### config.mk
export PLATFORM = sky130hd
export DESIGN_NAME = ptt_cell
export DESIGN_NICKNAME = d
export VERILOG_FILES = /design/src/ptt_pkg.sv /design/src/ptt_cell.sv
export SDC_FILE = /design/constraint.sdc
export NUM_CORES = 1
export LEC_CHECK = 0
export ABC_AREA = 1
export ABC_CLOCK_PERIOD_IN_PS = 12300
export BUFFER_PORTS_ARGS = -buffer_cell sky130_fd_sc_hd__buf_2
export CAP_MARGIN = 40
export CORE_AREA = 2 2 279 281
export DETAILED_ROUTE_END_ITERATION = 10
export DIE_AREA = 0 0 281 283
export PLACE_DENSITY_LB_ADDON = 0.08
export SLEW_MARGIN = 30
export SYNTH_ARGS = -nofsm -noshare
export SYNTH_HDL_FRONTEND = slang
export SYNTH_SLANG_ARGS = --single-unit
### constraint.sdc
create_clock -name clk -period 12.3 [get_ports clk]
set_clock_uncertainty 0.1 [all_clocks]
set_input_delay 1.23 -clock clk [delete_from_list [all_inputs] [get_ports clk]]
set_output_delay 1.23 -clock clk [all_outputs]
set_load 0.05 [all_outputs]
### src/ptt_pkg.sv
// ----------------------------------------------------------------------------
// Periodic timer table package
// Shared types and codes for the timer table cells and their controller.
// ----------------------------------------------------------------------------
`timescale 1ns / 1ps
`default_nettype none

package ptt_pkg;

  localparam int unsigned ID_W     = 32;
  localparam int unsigned IVL_W    = 32;
  localparam int unsigned MS_W     = 32;
  localparam int unsigned UNIX_W   = 40;
  localparam int unsigned UMS_W    = 48;
  localparam int unsigned KIND_W   = 3;
  localparam int unsigned REQ_W    = 2;
  localparam int unsigned S_DATA_W = 192;
  localparam int unsigned M_DATA_W = 32;
  localparam int unsigned APB_AW   = 4;
  localparam int unsigned APB_DW   = 64;

  localparam logic [UNIX_W-1:0] WALL_MIN_RESET = 40'd1577836800;
  localparam logic [APB_AW-1:0] ADDR_WALL_MIN  = 4'h0;

  localparam logic [REQ_W-1:0] REQ_TICK     = 2'd0;
  localparam logic [REQ_W-1:0] REQ_REGISTER = 2'd1;
  localparam logic [REQ_W-1:0] REQ_CANCEL   = 2'd2;

  localparam logic [KIND_W-1:0] EV_REGISTERED = 3'd0;
  localparam logic [KIND_W-1:0] EV_FIRED      = 3'd1;
  localparam logic [KIND_W-1:0] EV_REJECTED   = 3'd2;
  localparam logic [KIND_W-1:0] EV_DUE        = 3'd3;
  localparam logic [KIND_W-1:0] EV_CANCELLED  = 3'd4;
  localparam logic [KIND_W-1:0] EV_MISS       = 3'd5;

  typedef struct packed {
    logic [ID_W-1:0]   id;
    logic [IVL_W-1:0]  interval;
    logic              once;
    logic              wall;
    logic [MS_W-1:0]   last_ms;
    logic [UNIX_W-1:0] last_unix;
    logic [UMS_W-1:0]  last_unix_ms;
  } slot_t;

  typedef struct packed {
    logic [MS_W-1:0]   nms;
    logic [UNIX_W-1:0] nu;
    logic [UMS_W-1:0]  nums;
    logic [UNIX_W-1:0] wall_min;
    logic              wall_ok;
  } now_t;

  typedef struct packed {
    logic load;
    logic shift;
    logic eval;
  } cell_ctrl_t;

endpackage

`default_nettype wire

### src/ptt_cell.sv
// ----------------------------------------------------------------------------
// Timer table cell
// Holds one timer slot, tests it for expiry and takes its upper neighbour's
// slot when its own slot or a lower slot is removed.
// ----------------------------------------------------------------------------
`timescale 1ns / 1ps
`default_nettype none

module ptt_cell
  import ptt_pkg::*;
(
  input  wire         clk,
  input  wire         rst,
  input  cell_ctrl_t  ctrl,
  input  now_t        now,
  input  slot_t       load_slot,
  input  slot_t       up_slot,
  input  wire         up_valid,
  output slot_t       slot,
  output logic        valid,
  output logic        due
);

  logic             resync;
  logic [MS_W-1:0]  diff_ms;
  logic [UMS_W-1:0] diff_ums;
  logic             due_ms;
  logic             due_wall;

  always_comb begin
    resync   = slot.wall && now.wall_ok &&
               ((slot.last_unix < now.wall_min) || (now.nu < slot.last_unix));
    diff_ms  = now.nms - slot.last_ms;
    diff_ums = now.nums - slot.last_unix_ms;
    due_ms   = diff_ms >= slot.interval;
    due_wall = now.wall_ok && (now.nums != '0) && (slot.last_unix_ms != '0) &&
               (now.nums >= slot.last_unix_ms) &&
               (diff_ums >= {{(UMS_W-IVL_W){1'b0}}, slot.interval});
    due      = valid && !resync && (slot.wall ? due_wall : due_ms);
  end

  always_ff @(posedge clk) begin
    if (rst) begin
      valid <= 1'b0;
    end else if (ctrl.load) begin
      valid <= 1'b1;
    end else if (ctrl.shift) begin
      valid <= up_valid;
    end
  end

  always_ff @(posedge clk) begin
    if (ctrl.load) begin
      slot <= load_slot;
    end else if (ctrl.shift) begin
      slot <= up_slot;
    end else if (ctrl.eval && valid) begin
      if (resync) begin
        slot.last_unix    <= now.nu;
        slot.last_unix_ms <= now.nums;
      end else if (due && !slot.once) begin
        slot.last_ms      <= now.nms;
        slot.last_unix    <= now.wall_ok ? now.nu : '0;
        slot.last_unix_ms <= now.wall_ok ? now.nums : '0;
      end
    end
  end

endmodule

`default_nettype wire

[Word level (Yosys, flattened, before mapping)]
Cells that the tools add are included.
Cells by class
  add/sub/neg operators: 2
  order comparisons: 5
  eq/ne operators: 1
  multiplexer cells: 12
  reduce and logical (&&, ||, !) cells: 21
Operators with widths (number)
  $mux 120: 3
  $mux 186: 1
  $reduce_bool 48->1: 2
  $mux 88: 1
  $lt 40x40->1: 2
  $mux 66: 1
  $ge 48x32->1: 1
  $ge 48x48->1: 1
  $mux 48: 1
  $sub 48x48->48: 1
  $mux 40: 1
  $ge 32x32->1: 1
  $mux 32: 1
  $sub 32x32->32: 1
  $logic_and 1x1->1: 10
  $reduce_bool 3->1: 2
  $reduce_bool 4->1: 1
  $mux 1: 3
  $ne 3x3->1 const B: 1
  $reduce_and 3->1: 1
  $logic_not 1->1: 2
  $reduce_and 2->1: 1
  $reduce_bool 2->1: 1
  $logic_or 1x1->1: 1
Word-level totals
  flip-flop bits (word level): 187
  bits of input ports: 539
  logic and storage cells: 49

[Longest topological paths before layout]
Gate-level depths: netlist (run 1).
  depth after elaboration: 13
  gate-level depth with buffers: 30
  mapped depth without buffers: 30

[Worst setup path before layout (run 1)]
No wires, ideal clock.
  path kind: input -> register
  start: input now[129] in the netlist's numbering
  end: register slot[0] in the netlist's numbering (enable)
  arrival: 6.314 ns
  data required time: 11.758 ns
  path slack: 5.444 ns
  cell stages on the path: 30
  cell sequence: inv_1 ha_1 inv_1 fa_1 nand3_1 nand2_1 a21oi_2 inv_1 nand2_1 nand2_1 a21boi_2 o21ai_2 a21oi_2 o21ai_1 a21oi_1 xor2_1 ha_1 nand2_1 inv_1 nand3_1 nor3_1 nor4b_1 nand3_1 nand3_1 o21ai_0 nor2_1 nand3_2 nand3_1 nand2_1 inv_1
On the way
  longest elaborated chain between the ends: 7
RTL lines
  from (decl): RTL line ptt_cell.sv:15  | input now_t now,
  $sub 32x32->32: RTL line ptt_cell.sv:33  | diff_ms = now.nms - slot.last_ms;
  $ge 32x32->1: RTL line ptt_cell.sv:35  | due_ms = diff_ms >= slot.interval;
  $mux 1: RTL line ptt_cell.sv:39  | due = valid && !resync && (slot.wall ? due_wall : due_ms);
  $logic_and 1x1->1: RTL line ptt_cell.sv:39
  $logic_and 1x1->1: RTL line ptt_cell.sv:61  | end else if (due && !slot.once) begin
  $reduce_bool 4->1 (no line)
  $reduce_and 2->1 (no line)
  to (signal assigned): RTL line ptt_cell.sv:54  | slot <= load_slot;
  to (signal assigned): RTL line ptt_cell.sv:56  | slot <= up_slot;
  to (decl): RTL line ptt_cell.sv:19  | output slot_t slot,
No other way between the ends.
A chain may end at the register's enable or synchronous reset.

[Worst setup path in the final report (run 1)]
  start: input now[129] in the netlist's numbering
  end: output due
On the way
  longest elaborated chain between the ends: 4
RTL lines
  $sub 32x32->32: RTL line ptt_cell.sv:33
  $ge 32x32->1: RTL line ptt_cell.sv:35
  $mux 1: RTL line ptt_cell.sv:39
  $logic_and 1x1->1: RTL line ptt_cell.sv:39
  to (decl): RTL line ptt_cell.sv:21  | output logic due
No other way between the ends.

==> results of run 1 <==
[sequential cells by signal (all words and copies together) (netlist names)]
name   flops
slot     186
valid      1
[cells in the mapped netlist (all sizes together), types with 2 or more instances]
cell type | count | area [um^2]
nand2 | 823 | 3120
inv | 438 | 1640
ha | 221 | 2770
a21oi | 200 | 1010
edfxtp | 186 | 5590
nor2 | 174 | 693
o21ai | 122 | 622
a22oi | 88 | 661
nand3 | 59 | 315
clkbuf | 58 | 218
xor2 | 43 | 377
nand4 | 30 | 194
nor4 | 26 | 163
nor3 | 25 | 140
xnor2 | 18 | 158
a21boi | 10 | 86.3
a31oi | 9 | 56.3
buf | 8 | 30.0
a211oi | 7 | 52.6
o21bai | 7 | 52.6
nand3b | 6 | 61.3
o21a | 6 | 45.0
o221ai | 5 | 43.8
o211ai | 4 | 30.0
and2 | 2 | 12.5
fa | 2 | 40.0
[per-stage QoR]
stage	instance area (um^2)	worst slack (ns)	util	power (uW)	hold slack (ns)
2_1_floorplan	18200	5.44	-	1740	0.600
6_report	23800	5.16	0.310	2790	0.413
3_3_place_gp	23100	4.83	0.301	2190	0.395
4_1_cts	23700	4.96	0.310	2830	0.408
3_5_place_dp	23100	4.78	0.302	2200	0.395
5_1_grt	23800	4.54	0.310	3000	0.431
[critical path: cells and delay by family]
kind / cells / cell delay, ns
buf+inv: 6 / 0.63
compound gates: 7 / 1.13
fa+ha+maj: 3 / 0.81
xor+xnor: 1 / 0.08
simple gates: 12 / 1.90
[worst max-delay path by stage]
stage | endpoint | depth (start not counted) | from
final | due | 29 | now[129]
after global routing | due | 29 | now[129]
after CTS | due | 29 | now[129]
after detailed placement | slot[38] | 32 | now[129]
after global placement | slot[37] | 32 | now[129]
after floorplan | slot[0] | 30 | now[129]
[power by group through the flow]
stage / combinational, uW / clock (uW) / sequential, uW
after floorplan: 660 / 0 / 1080
after global placement: 1340 / 0 / 853
after detailed placement: 1350 / 0 / 855
after CTS: 1360 / 632 / 841
after global routing: 1500 / 650 / 849
final: 1340 / 604 / 839
[per-layer routing]
| metal | wire length [um] | share of wire |
|---|---|---|
| met3 | 4800 | 0.057 |
| met1 | 37200 | 0.44 |
| met5 | 19 | 0.00023 |
| met2 | 39900 | 0.47 |
| met4 | 2290 | 0.027 |
[layout make-up]
cell class / count / area, um^2
well taps: 1040 / 1300
clock buffers: 17 / 425
diodes: 16 / 40.0
flip-flops and latches: 187 / 5610
inverters: 439 / 1650
fillers: 8563 / 52900
multi-input cells: 1893 / 10800
repair buffers: 741 / 3830
clock inverters: 15 / 194
[cell families after synthesis]
kind of cell / synth area share
simple gates: 0.258
buf+inv: 0.104
compound gates: 0.147
fa+ha+maj: 0.154
flops: 0.307
xor+xnor: 0.0293
==> metrics.cfg, run 1 <==
[power]
seqPwrFrac=0.301
internal-power_uw=1490
p_leak_uw=0.0126
p_switching_uw=1290
pwr-share-comb=0.482
p_per_area_nw_per_um2=117
peakVddDrop_mv=0.0779
power_frac_clock=0.217
switching_share=0.465

[die]
design.portCount=727
start_util=0.238
core_um2=76700
die_h_um=283
die-area_um2=79500
fp.dieW_um=281
rows=102

[sta]
finalSetupViolations=0
slew_viol_final=0
tns_ns=0
hold_viol_final=0
max_slew.worst_pin.slew_ns=0.824
period_share=0.581
rsz0062_at_grt=no
slew_headroom=0.451
clock.fmax_mhz=140
period_minus_slack_ns=7.14

[yosys]
ys.flop_type=edfxtp_1
synth.avg_cell_area_um2=7.06
synthArstFlopShare=0
synthCells=2585
ys_seq_area_frac=0.307
syn-cell-area_um2=18200
ys_warn_count=0
yosysUniqueCellTypes=48
syn_nets=3347
synth_edf_count=186
ys_ff_latch=187

[layout]
drive_above_1_share=0.251
area.growth.synth_to_final_pct=30.5
fin_cells=4348
final_common_cell=nand2_1
final_net_count=4041
final_cell_mix=nand2_1, buf_2, inv_1

[grt]
met3_usage=0.0432
grt_pass1_wl_um=123000
overflow=0
grt_max_degree=93
met1_usage=0.258
top_usage_layer=met2
grt_pass1_vias=20053
grt_util_all_layers=0.207
grt_util_met2=0.350
antenna_found_initial=24

[placed_design]
port_buffers=726
gp_congestion=0.912
place_inst=4299
hpwlAfterDp_um=72700

[clock_tree]
cts_max_level=4
cts_hold_buf=0
numClockSinks=187
cts_buffers=17
cts_resized=0
clock-root-buffer=clkbuf_16
post-cts-setup-buffers=0
clkLatencyLatePin_ns=0.51
cts_tree=done
clockBufferDepth=2
clkTransAtPathRegs_ns=0.08

[detailed_routing]
dr_total_vias=19747
drc_errors=0
vias_per_cell=4.54
drt_pass1_iterations=5
routedWlPerCell_um=19.4
drt-initial-drc-count=1009
wirelength_um=84200
detail-route-antenna-nets=0

[critical_path]
start_kind=primary input
ff2ff_path_depth=30
r2r_end=slot[37]
crit_type=primary input to output pin
cp-end-kind=output pin
slowest_delay_ns=0.54
crit_arrival_ns=5.81
cp_max_fo=3
rrSetupSlack_ns=5.99
rr_startpoint=slot[88]
required_ns=10.97
slowest_stage=nor4b_1

[hold_path]
hold_path_class=flop to flop
hold_end=valid
holdPathStages=2
hold_start=valid

[flow_run]
cap_violations=0

[outcome]
status=complete, no violations

(Power assumes the default switching activity.)
==> run 2: changes to the inputs <==
--- a/config.mk
+++ b/config.mk
@@ -5,13 +5,13 @@
 export SDC_FILE = /design/constraint.sdc
 export NUM_CORES = 1
 export LEC_CHECK = 0
-export ABC_AREA = 1
-export ABC_CLOCK_PERIOD_IN_PS = 12300
+export ABC_AREA = 0
+export ABC_CLOCK_PERIOD_IN_PS = 6100
 export BUFFER_PORTS_ARGS = -buffer_cell sky130_fd_sc_hd__buf_2
 export CAP_MARGIN = 40
-export CORE_AREA = 2 2 279 281
+export CORE_AREA = 2 2 282 284
 export DETAILED_ROUTE_END_ITERATION = 10
-export DIE_AREA = 0 0 281 283
+export DIE_AREA = 0 0 284 286
 export PLACE_DENSITY_LB_ADDON = 0.08
 export SLEW_MARGIN = 30
 export SYNTH_ARGS = -nofsm -noshare
==> constraint.sdc (replaced) <==
create_clock -name clk -period 6.1 [get_ports clk]
set_clock_uncertainty 0.1 [all_clocks]
set_input_delay 0.61 -clock clk [delete_from_list [all_inputs] [get_ports clk]]
set_output_delay 0.61 -clock clk [all_outputs]
set_load 0.05 [all_outputs]
==> run 2 against run 1 <==
The run now ends with setup timing left. Synthesized area fell by 5.9%. Via count fell by 11%. Global-route usage shrank 0.96 points. Register-to-register slack got worse by 5.6 ns. Total power rose by 100%. Synthesized cell count shrank 26%. Critical path depth is 5 lower. Sequential power rose by 100%. Core utilization is 0.27 points lower. Die area up 2.1%. Largest cell class unchanged.
==> metrics.cfg, run 2 <==
[outcome]
status=complete, but fails checks
violations=setup timing

[placed_design]
post-place-ws_ns=-0.323
port_buffers=726
gp_congestion=0.914
hpwlAfterDp_um=69800

[clock_tree]
cts_hold_buf=0
clock-root-buffer=clkbuf_16
numClockSinks=187
cts_buffers=17
cts_max_level=4
clockBufferDepth=2
cts_tree=done
clkLatencyLatePin_ns=0.49
clkTransAtPathRegs_ns=0.08

[yosys]
ys_warn_count=0
syn_nets=2670
yosysUniqueCellTypes=87
synthCells=1908
synth.avg_cell_area_um2=9.00
syn-cell-area_um2=17200
synthArstFlopShare=0
ys_ff_latch=187
ys.flop_type=edfxtp_1
ys_seq_area_frac=0.326
synth_commonest_cells=ha_1, inv_1, nand2_1, o21ai_0, edfxtp_1
yosysMostFrequentCell=ha_1
synth_top_cell_by_area=edfxtp_1
yosys.area.top_type_share=0.325
synth_edf_count=186
yosys-top-cells-area=edfxtp_1, ha_1, o21ai_0, inv_1, mux2_2

[sta]
max_slew.worst_pin.slew_ns=0.789
setup_slack_ns=-0.0279
finalSetupViolations=1
clock.fmax_mhz=163
slew_viol_final=0
period_minus_slack_ns=6.13
period_share=1.00
rsz0062_at_grt=yes
hold_viol_final=0
slew_headroom=0.474

[critical_path]
slowest_delay_ns=0.49
crit_chain=inv_1 -> ha_4 -> a21oi_4 -> o2111ai_2 -> a221oi_2 -> nor2_1 -> a31o_4 -> and2b_2 -> nand2_1 -> a31oi_2 -> xnor2_1 -> ha_1 -> nand2_1 -> o21ai_0 -> or4_1 -> nor4_2 -> o2111ai_1 -> a211oi_2 -> nand4_1 -> nor4_2 -> nor4b_4 -> buf_12 -> nor4b_4 -> buf_12
cp_num_buf_inv=3
crit_type=flop to output pin
crit_arrival_ns=5.42
required_ns=5.39
cp_top_family=simple AND/OR/NAND/NOR gates
slowest_stage=or4_1
start_kind=flop
cp_max_fo=3
cp-end-kind=output pin

[hold_path]
hold_path_class=primary input to flop

[layout]
regMostFlops=slot
area.growth.synth_to_final_pct=40.5
reg_top3=slot: 186 flops, valid: 1 flops
final_net_count=3489
utilization=0.308
seqCellArea_um2=5610
multi_input_area_um2=10800
num-fill-cells=8549
drive_above_1_share=0.381
final_common_cell=buf_2
final_cell_mix=buf_2, inv_1, ha_1
largest_register_ff_count=186

[grt]
grt_max_degree=178
grt_pass1_wl_um=120000
grt_pass1_vias=18532
overflow=0
grt_util_all_layers=0.197
antenna_found_initial=9

[power]
p_per_area_nw_per_um2=235
p_leak_uw=0.0116
peakVddDrop_mv=0.151

[detailed_routing]
drc_errors=0
wirelength_um=83200
vias_per_cell=4.66
routedWlPerCell_um=21.9
detail-route-antenna-nets=0
dr_total_vias=17671
drt-initial-drc-count=859
drt_pass1_iterations=6

[flow_run]
cap_violations=0

[die]
die-area_um2=81200
start_util=0.219
fp.dieW_um=284
core_um2=78400
design.portCount=727
die_h_um=286
rows=103

-- run 2: cell types whose count changed in the layout (fill, tap and decap cells not counted), moves of 33 or more --
cell | before | now
nand2_1 | 810 | 193
inv_1 | 431 | 213
buf_4 | 12 | 129
a21oi_1 | 198 | 97
nor2_1 | 159 | 86
a21o_1 | 1 | 70
o21ai_0 | 117 | 186
mux2_2 | 0 | 66
nand3_1 | 55 | 17
mux2i_1 | 0 | 33
-- run 2: path summary, 6_finish.rpt --
path | startpoint | end | slack [ns] | cells past startpoint
setup reg to reg | slot[88] | slot[88] | 0.39 | 29
hold / removal | rst | valid | 0.18 | 2
hold reg to reg | valid | valid | 0.60 | 4
setup / recovery | slot[18] | due | -0.03 | 24
-- run 2: cell families after synthesis --
logic type / after synthesis / synth area share
compound gates: 589 / 0.225
simple gates: 456 / 0.126
buf+inv: 291 / 0.0645
fa+ha+maj: 223 / 0.163
flops: 187 / 0.326
mux: 100 / 0.0633
xor+xnor: 62 / 0.0316
-- run 2: worst register-to-register path: cells and delay by family, from the launching register on --
kind	cells	cell delay [ns]
adder cells (fa/ha/maj)	3	0.85
buffers and inverters	6	0.87
AND/OR/NAND/NOR	9	1.64
AO/OA/AOI/OAI	10	1.45
XOR/XNOR	1	0.13
flip-flops	1	0.39
-- run 2: routing by layer --
metal  track usage  wire length, um  vias to the layer above
li1              -                -                     8678
met1         0.242            35900                     8412
met2         0.364            42600                      533
met3        0.0329             3660                       40
met4        0.0357              877                        8
met5             0               67                        -
-- run 2: layout make-up --
type                            instances  share of cell area
Clock inverter                         14             0.00550
Inverter                              216              0.0337
Sequential cell                       187               0.232
Antenna cell                            4            0.000415
Clock buffer                           18              0.0178
Timing Repair Buffer                  875               0.208
Tap cell                             1050              0.0545
Multi-Input combinational cell       1430               0.448
-- run 2: report_power, final --
part / switching [uW] / total [uW] / internal [uW]
sequential: 113 / 1690 / 1580
combinational: 1750 / 2820 / 1070
clock: 614 / 1150 / 540
total: 2470 / 5660 / 3190
-- run 2: metrics by stage --
| stage | std cells | instance area, um^2 | hold slack, ns | setup TNS [ns] | total power, uW |
|---|---|---|---|---|---|
| 2_1_floorplan | 1908 | 17200 | 0.582 | -29.75 | 3430 |
| 3_3_place_gp | 3731 | 23000 | 0.578 | -21.25 | 4450 |
| 3_5_place_dp | 3735 | 23000 | 0.585 | -31.17 | 4470 |
| 4_1_cts | 3779 | 23900 | 0.120 | -0.171 | 5720 |
| 5_1_grt | 3791 | 24100 | 0.149 | -0.354 | 6050 |
| 6_report | 3794 | 24100 | 0.185 | -0.0279 | 5660 |
-- run 2: repair_timing --
item | 4_1_cts | 5_1_grt
cloned | 0 | 3
buffers inserted | 13 | 6
endpoints found under the setup margin | 33 | 119
gates resized for setup | 33 | 14
pin swaps | 36 | 8
==> run 3: changes to the inputs <==
--- a/config.mk
+++ b/config.mk
@@ -12,6 +12,7 @@
 export CORE_AREA = 2 2 282 284
 export DETAILED_ROUTE_END_ITERATION = 10
 export DIE_AREA = 0 0 284 286
+export MAX_ROUTING_LAYER = met4
 export PLACE_DENSITY_LB_ADDON = 0.08
 export SLEW_MARGIN = 30
 export SYNTH_ARGS = -nofsm -noshare
==> run 3 against run 2 <==
The flow still finishes with violations (setup timing). Critical path type unchanged. Clock power increased by 9%. Sequential power about the same. Cell count increased by 0.50%. Via count increased by 0.75%. Largest power group unchanged. Critical endpoint unchanged. Global-route usage increased by 0.73 points. Setup slack got worse by 0.11 ns. Highest routed layer is now met4. Critical path depth unchanged. Routed wire length increased by 1.3%.
==> metrics.cfg, run 3 (synthesis results as in run 2) <==
[clock_tree]
cts_max_level=4
clkLatencyLatePin_ns=0.50
cts_buffers=17
clockBufferDepth=2
cts_hold_buf=0
clkTransAtPathRegs_ns=0.07
cts_tree=done
clock-root-buffer=clkbuf_16
numClockSinks=187

[die]
die_h_um=286
rows=103
core_um2=78400
fp.dieW_um=284
die-area_um2=81200
start_util=0.219
design.portCount=727

[layout]
reg_top3=slot: 186 flops, valid: 1 flops
final_area_um2=24500
utilization=0.312
largest_register_ff_count=186
fin_cells=3813
drive_above_1_share=0.394
regMostFlops=slot
area.growth.synth_to_final_pct=42.5
final_cell_mix=buf_2, inv_1, ha_1
final_net_count=3495
final_common_cell=buf_2

[sta]
period_minus_slack_ns=6.24
tns_ns=-0.135
period_share=1.02
rsz0062_at_grt=yes
finalSetupViolations=1
clock.fmax_mhz=160
setup_slack_ns=-0.135
hold_viol_final=0
max_slew.worst_pin.slew_ns=0.802
slew_headroom=0.465
fin_hold_ws_ns=0.171
slew_viol_final=0

[grt]
grt_pass1_wl_um=120000
grt_util_all_layers=0.205
grt_pass1_vias=18478
overflow=0
antenna_found_initial=18
grt_max_degree=185

[critical_path]
rrSetupSlack_ns=0.20
start_kind=flop
crit_type=flop to output pin
required_ns=5.39
cp_max_fo=5
crit_arrival_ns=5.53
cp-end-kind=output pin

[detailed_routing]
wirelength_um=84300
drc_errors=0
drt_pass1_iterations=7
dr_total_vias=17804
vias_per_cell=4.67
detail-route-antenna-nets=0
drt-initial-drc-count=849
routedWlPerCell_um=22.1

[placed_design]
port_buffers=726
gp_congestion=0.932
place_area_um2=22900
place_inst=3722
hpwlAfterDp_um=70500

[power]
peakVddDrop_mv=0.149
p_leak_uw=0.0117
p_per_area_nw_per_um2=238

[outcome]
status=complete, but fails checks
violations=setup timing

[flow_run]
cap_violations=0

[hold_path]
hold_path_class=primary input to flop

run 3: cell types whose count changed in the layout (fill, tap and decap cells not counted), sizes merged:
cell / change
diode: +13
buf: +5
bufinv: +3
clkinv: -2
clkbuf: +1
clkdlybuf4s15: -1
run 3: worst paths after layout:
check,start,to,cells after the start
min,rst,valid,2
max reg2reg,slot[21],slot[36],27
min reg2reg,valid,valid,4
max,slot[21],due,24
run 3: power breakdown:
group / leakage, uW / switching [uW] / internal, uW
Clock: 0.000297 / 594 / 655
Sequential: 0.00195 / 114 / 1580
Combinational: 0.00944 / 1770 / 1100
run 3: through the flow:
stage	worst slack, ns	power [uW]
after detailed placement	-0.558	4450
after floorplan	-0.338	3430
final	-0.135	5810
after global routing	-0.423	6190
after CTS	-0.313	5790
after global placement	-0.582	4440
run 3: layout make-up:
type | instances | area, um^2
clock inverter | 15 | 189
multi-input combinational | 1430 | 11000
timing repair buffer | 881 | 5070
tap | 1050 | 1310
antenna | 17 | 42.5
inverter | 216 | 812
fill | 8490 | 53900
clock buffer | 17 | 425
sequential | 187 | 5610
run 3: layer usage:
metal | global-route usage | part of all wire | up-vias
met5 | - | 0 | -
met4 | 0.0536 | 0.021 | 0
met3 | 0.0427 | 0.050 | 73
met2 | 0.356 | 0.50 | 564
met1 | 0.239 | 0.43 | 8456
li1 | - | - | 8711
run 3: worst max-delay path, stage by stage (launching register included):
cell and delay [ns]:
edfxtp_1 0.41, inv_1 0.10, ha_4 0.28, buf_4 0.13, nand4_1 0.11, or2_4 0.29, nor3_4 0.14, a31o_4 0.19
and2b_2 0.25, nand2_2 0.10, a31oi_4 0.09, xnor2_1 0.15, ha_1 0.31, nand2_1 0.09, o21ai_1 0.07, or4_4 0.53
nor4_4 0.16, o2111ai_2 0.16, a211oi_2 0.33, nand4_1 0.15, nor4_2 0.17, nor4b_4 0.41, buf_4 0.21, nor4b_4 0.05
buf_12 0.15
run 3: what timing repair did:
item,in CTS,in global routing
gates resized for setup,31,68
pin swaps,17,27
cloned,0,5
setup endpoints to repair,120,121
setup buffers,14,24
hold endpoints to repair,0,0
